`src/rtl/core/ksl_pkg.sv`:
```
`default_nettype none
// ----------------------------------------------------------------------------
// ksl_pkg: shared definitions for the keyed slot table
// Table size, field widths, operation and status codes, and the structures
// that move between the scan cells and the controller.
// ----------------------------------------------------------------------------
package ksl_pkg;

   localparam int SLOTS    = 16;
   localparam int SLOT_W   = (SLOTS > 1) ? $clog2(SLOTS) : 1;
   localparam int COUNT_W  = $clog2(SLOTS + 1);
   localparam int KEY_W    = 64;
   localparam int HANDLE_W = 32;
   localparam int OP_W     = 2;
   localparam int STATUS_W = 2;

   typedef enum logic [OP_W-1:0] {
      OP_INSERT = 2'd0,
      OP_REMOVE = 2'd1,
      OP_FIND   = 2'd2
   } op_type;

   typedef enum logic [STATUS_W-1:0] {
      ST_OK       = 2'd0,
      ST_FULL     = 2'd1,
      ST_DUP      = 2'd2,
      ST_NOTFOUND = 2'd3
   } status_type;

   typedef enum logic [1:0] {
      CS_IDLE,
      CS_SCAN,
      CS_HOLD
   } ctl_state_type;

   // Search token that walks the row of cells, one cell per cycle.
   typedef struct packed {
      logic                valid;
      logic [OP_W-1:0]     op;
      logic [KEY_W-1:0]    key;
      logic [HANDLE_W-1:0] handle;
      logic                hit;
      logic [SLOT_W-1:0]   hit_idx;
      logic [HANDLE_W-1:0] hit_handle;
      logic                free_hit;
      logic [SLOT_W-1:0]   free_idx;
   } scan_type;

   // Update broadcast to every cell once the token has left the row.
   typedef struct packed {
      logic                write;
      logic                clear;
      logic [SLOT_W-1:0]   idx;
      logic [KEY_W-1:0]    key;
      logic [HANDLE_W-1:0] handle;
   } commit_type;

endpackage
`default_nettype wire

```
`src/rtl/core/ksl_cell.sv`:
```
`default_nettype none
// ----------------------------------------------------------------------------
// ksl_cell: one slot of the keyed slot table
// Holds a key, a handle and a valid bit, checks the passing search token
// against them and hands the token on to the next cell.
// ----------------------------------------------------------------------------
module ksl_cell
   import ksl_pkg::*;
(
   input  wire logic              clock,
   input  wire logic              reset,
   input  wire logic [SLOT_W-1:0] cell_id,
   input  wire scan_type          prev_scan,
   input  wire commit_type        commit,
   output scan_type               next_scan
);

   logic [KEY_W-1:0]    key_ff;
   logic [HANDLE_W-1:0] handle_ff;
   logic                valid_ff;
   logic                valid_in;
   scan_type            tok_ff;
   scan_type            tok_in;

   // Only the first matching cell records a hit, and only the first free cell records the free slot.
   always_comb begin
      tok_in = prev_scan;
      if (prev_scan.valid) begin
         if (valid_ff && (key_ff == prev_scan.key) && !prev_scan.hit) begin
            tok_in.hit        = 1'b1;
            tok_in.hit_idx    = cell_id;
            tok_in.hit_handle = handle_ff;
         end
         if (!valid_ff && !prev_scan.free_hit) begin
            tok_in.free_hit = 1'b1;
            tok_in.free_idx = cell_id;
         end
      end
   end

   always_comb begin
      valid_in = valid_ff;
      if (commit.idx == cell_id) begin
         if (commit.write) begin
            valid_in = 1'b1;
         end else if (commit.clear) begin
            valid_in = 1'b0;
         end
      end
   end

   always_ff @(posedge clock) begin
      if (reset) begin
         valid_ff <= 1'b0;
         tok_ff   <= '0;
      end else begin
         valid_ff <= valid_in;
         tok_ff   <= tok_in;
      end
   end

   always_ff @(posedge clock) begin
      if (commit.write && (commit.idx == cell_id)) begin
         key_ff    <= commit.key;
         handle_ff <= commit.handle;
      end
   end

   assign next_scan = tok_ff;

endmodule
`default_nettype wire

```
`config.mk`:
```
export PLATFORM = sky130hd
export DESIGN_NAME = ksl_cell
export DESIGN_NICKNAME = d
export VERILOG_FILES = /design/src/rtl/core/ksl_pkg.sv /design/src/rtl/core/ksl_cell.sv
export SDC_FILE = /design/constraint.sdc
export NUM_CORES = 1
export LEC_CHECK = 0
export BUFFER_PORTS_ARGS = -buffer_cell sky130_fd_sc_hd__buf_2
export CAP_MARGIN = 20
export CORE_ASPECT_RATIO = 0.7
export CORE_MARGIN = 5
export CORE_UTILIZATION = 45
export DETAILED_ROUTE_END_ITERATION = 10
export GPL_ROUTABILITY_DRIVEN = 0
export PLACE_DENSITY_LB_ADDON = 0.25
export SLEW_MARGIN = 20
export SYNTH_ARGS = -nofsm -noshare
export SYNTH_HDL_FRONTEND = slang
export SYNTH_SLANG_ARGS = --single-unit
```
`constraint.sdc`:
```
create_clock -name clock -period 5.6 [get_ports clock]
set_clock_uncertainty 0.15 [all_clocks]
set_input_delay 0.84 -clock clock [delete_from_list [all_inputs] [get_ports clock]]
set_output_delay 0.84 -clock clock [all_outputs]
set_load 0.02 [all_outputs]
```
==> implementation parameters <==
Parameter                              Value

Flow run
  Max Cap Viol ... 0

Critical path
  Worst Path Arrival ... around 3300 ps
  Largest stage delay on the critical path ... 540 ps
  Chain of cells forming the critical path ... buf_2 -> xnor2_1 -> nand4_1 -> nor4_1 -> nand3_1 -> nor4_4 -> buf_4 -> mux2i_1
  Kind of end point of the critical path ... flip-flop
  Critical-path top delay cell ... sky130_fd_sc_hd__buf_4
  Max Fanout on Critical Path ... 36
  Cells on worst reg2reg path ... 7
  Launching element type of the critical path ... input pin
  Required time of the critical path ... just under 6000 ps
  Setup Crit Path Kind ... input pin to flip-flop

Route
  Post-DRT Antenna Nets ... 0
  Average wire per cell in the routed design ... 17.26 µm
  DR iter-0 viols ... about 210
  First-pass iteration count of the detailed router ... 5
  Via Count ... around 5700
  Number of remaining DRC errors ... 0
  Post-detailed-routing wire length ... approximately 22 mm
  Average via count per standard cell ... around 4.6

Power
  Standby leakage power ... slightly below 0.005 µW
  Pwr dens ... approximately 330 nW/µm²
  Worst ir drop on vdd ... approximately 0.24 mV

Timing
  RSZ-0062 raised after global routing ... no
  Aggregate negative setup slack ... 0 ps
  Final worst-path setup slack ... 2612 ps
  Period utilization ... 0.5336
  Shortest clock period the worst path allows after layout ... between 2000 and 3000 ps
  Worst slew slack as a fraction of its limit ... 0.4766
  Final-report hold violation count ... 0
  Maximum achievable frequency ... roughly 330 MHz
  Final-report setup violation count ... 0
  Worst Tran Pin Value ... roughly 800 ps
  Number of pins with negative max-slew slack in the final report ... 0

Logic synthesis
  Yosys top cell by area ... sky130_fd_sc_hd__edfxtp_1
  Share of synthesized registers carrying an async set or reset ... 0
  Synthesized flop and latch total ... 238
  Top post-synthesis cells by area ... sky130_fd_sc_hd__edfxtp_1 (35%), sky130_fd_sc_hd__dfxtp_1 (35%), sky130_fd_sc_hd__nor2b_1 (7.1%), sky130_fd_sc_hd__nand2b_1 (5.9%), sky130_fd_sc_hd__mux2i_1 (4.9%)
  Number of standard cells after synthesis ... around 600
  Number of enable flip-flop cells after synthesis ... 96
  Number of nets in the synthesized netlist ... between 800 and 900
  Share of synthesized area occupied by flip-flops and latches ... 0.6971
  Top cell type's share of synthesized area ... 0.3510
  Area of the mapped netlist ... 8213 µm²
  Number of warnings printed during yosys synthesis ... 0
  Most instantiated cells after synthesis ... sky130_fd_sc_hd__dfxtp_1 (142), sky130_fd_sc_hd__edfxtp_1 (96), sky130_fd_sc_hd__nor2b_1 (93)
  Number of library cell types mapped by synthesis ... 34
  Syn Area/Cell ... 13.71 µm²
  Most common flop cell mapped by yosys ... sky130_fd_sc_hd__dfxtp_1
  Library cell with the highest instance count after synthesis ... sky130_fd_sc_hd__dfxtp_1

Place
  # port buffers ... ~390
  Worst setup slack before clock tree synthesis ... between 2000 and 2500 ps
  HPWL after detailed placement ... 16.78 mm
  Number of instances in the placed design ... 1207

Floorplanning
  Starting density of the core ... 0.4574
  Total core area ... ~18000 µm²
  Area of the die ... approximately 21000 µm²
  Width of the chip ... around 170 µm
  # IOs ... between 300 and 400
  Chip height ... between 100 and 150 µm
  Number of core rows ... about 40

Layout
  Fin util ... 0.6192
  Fraction of final layout cells with drive strength greater than 1 ... 0.4284
  Layout Nets ... around 1200
  Number of non-filler instances in the completed layout ... between 1000 and 1500
  Area growth from synthesis to final layout ... 35.38%

Global routing
  Maximum number of pins on one net before global-route repair ... 74
  Met1 Usage GRT ... 0.2243
  Global-route congestion overflow total ... 0
  Fraction of met2 tracks used by global routing ... 0.3386
  Met3 Usage GRT ... 0.06616
  Most used routing layer ... met2
  Antenna violations before repair ... 8
  Number of global-route vias before repair ... 5915
  Tot GR Track Use ... 0.1945
  First-pass GRT wire length ... 31.55 mm

Clock tree
  CTS tree ... built
  CTS-repair resized insts ... 0
  CTS Buffer Depth ... 3
  CTS HTree Levels ... 1
  Worst skew pair latency ... 500 ps
  Clk Tree Root Cell ... sky130_fd_sc_hd__clkbuf_16
  Cts bufs inserted ... 23
  Number of clock sinks ... between 200 and 250
  Number of buffers added for setup after CTS ... 0
  Number of hold buffers added after cts ... 0
  Clock edge transition at the registers on the reported setup and hold paths ... roughly 60 ps

Min path
  Number of cells traversed by the worst hold path ... 1
  HP Class ... input pin to flip-flop

Outcome
  Status ... finished, final reports clean
cell usage in the layout (no fill, tap or decap), types with 2 or more instances in the layout:
cell                        instances
sky130_fd_sc_hd__buf_2            388
sky130_fd_sc_hd__dfxtp_1          142
sky130_fd_sc_hd__edfxtp_1          96
sky130_fd_sc_hd__nor2b_1           93
sky130_fd_sc_hd__nand2b_1          78
sky130_fd_sc_hd__xnor2_1           40
sky130_fd_sc_hd__mux2i_1           40
sky130_fd_sc_hd__clkbuf_16         24
sky130_fd_sc_hd__nor2_1            17
sky130_fd_sc_hd__inv_1             16
sky130_fd_sc_hd__xor2_1            11
sky130_fd_sc_hd__diode_2           10
sky130_fd_sc_hd__nand4_1           10
sky130_fd_sc_hd__buf_4              7
sky130_fd_sc_hd__nor4_1             5
sky130_fd_sc_hd__o22ai_1            5
sky130_fd_sc_hd__clkinv_2           5
sky130_fd_sc_hd__clkinv_1           4
sky130_fd_sc_hd__clkbuf_8           4
sky130_fd_sc_hd__nor3_1             3
sky130_fd_sc_hd__o2111ai_1          3
sky130_fd_sc_hd__clkbuf_1           3
sky130_fd_sc_hd__a21oi_1            2
flip-flops by register name, indices dropped and copies added, names as in the netlist:
| signal | cells |
|---|---|
| valid_ff | 1 |
| key_ff | 64 |
| handle_ff | 32 |
| next_scan | 141 |
path summary, 6_finish.rpt:
path	slack [ps]	end	from
worst max-delay path	2610	next_scan[16]	prev_scan[75]
worst min-delay path	360	key_ff[22]	commit[54]
worst max register to register	2680	next_scan[16]	key_ff[1]
worst min register to register	360	next_scan[31]	handle_ff[26]
critical path, delay by kind of cell:
kind / cells / cell delay (ps)
xor gates and xnor gates: 1 / 200
buffers and inverters: 2 / 650
muxes: 1 / 260
and+or+nand+nor: 4 / 1260
logic make-up (layout without fill, tap and decap cells):
family,Yosys count,in the layout,synth area share
and+or+nand+nor,212,212,0.1565
muxes,40,40,0.04875
AOI/OAI and AO/OA,18,18,0.01813
other,0,10,0
DFF,238,238,0.6971
xor gates and xnor gates,51,51,0.05439
buffers and inverters,40,454,0.02514
layer usage:
| metal | up-vias | share of wire |
|---|---|---|
| met5 | - | 0.0016 |
| met2 | 239 | 0.50 |
| met3 | 40 | 0.094 |
| met4 | 4 | 0.030 |
| li1 | 2813 | - |
| met1 | 2646 | 0.37 |
stage by stage:
stage	instance area [µm²]	total power [µW]	hold slack, ps
2_1_floorplan	8213	2118	340.6
3_3_place_gp	10370	2293	345.3
3_5_place_dp	10370	2300	356.9
4_1_cts	11090	3762	341.6
5_1_grt	11110	3871	337.4
6_report	11120	3716	363.7
cell type report:
cell class	instances	area, µm²
fillers	1486	6837
diodes	10	25.02
flip-flops and latches	238	5725
clock buffers	31	666.9
inverters	17	63.81
clock inverters	11	55.05
multi-input cells	321	2292
repair buffers	395	1994
well taps	236	295.3
power breakdown:
| part | internal [µW] | switching [µW] |
|---|---|---|
| clock network | 836 | 622 |
| logic | 160 | 195 |
| registers | 1880 | 20.9 |
(Power assumes the default switching activity.)
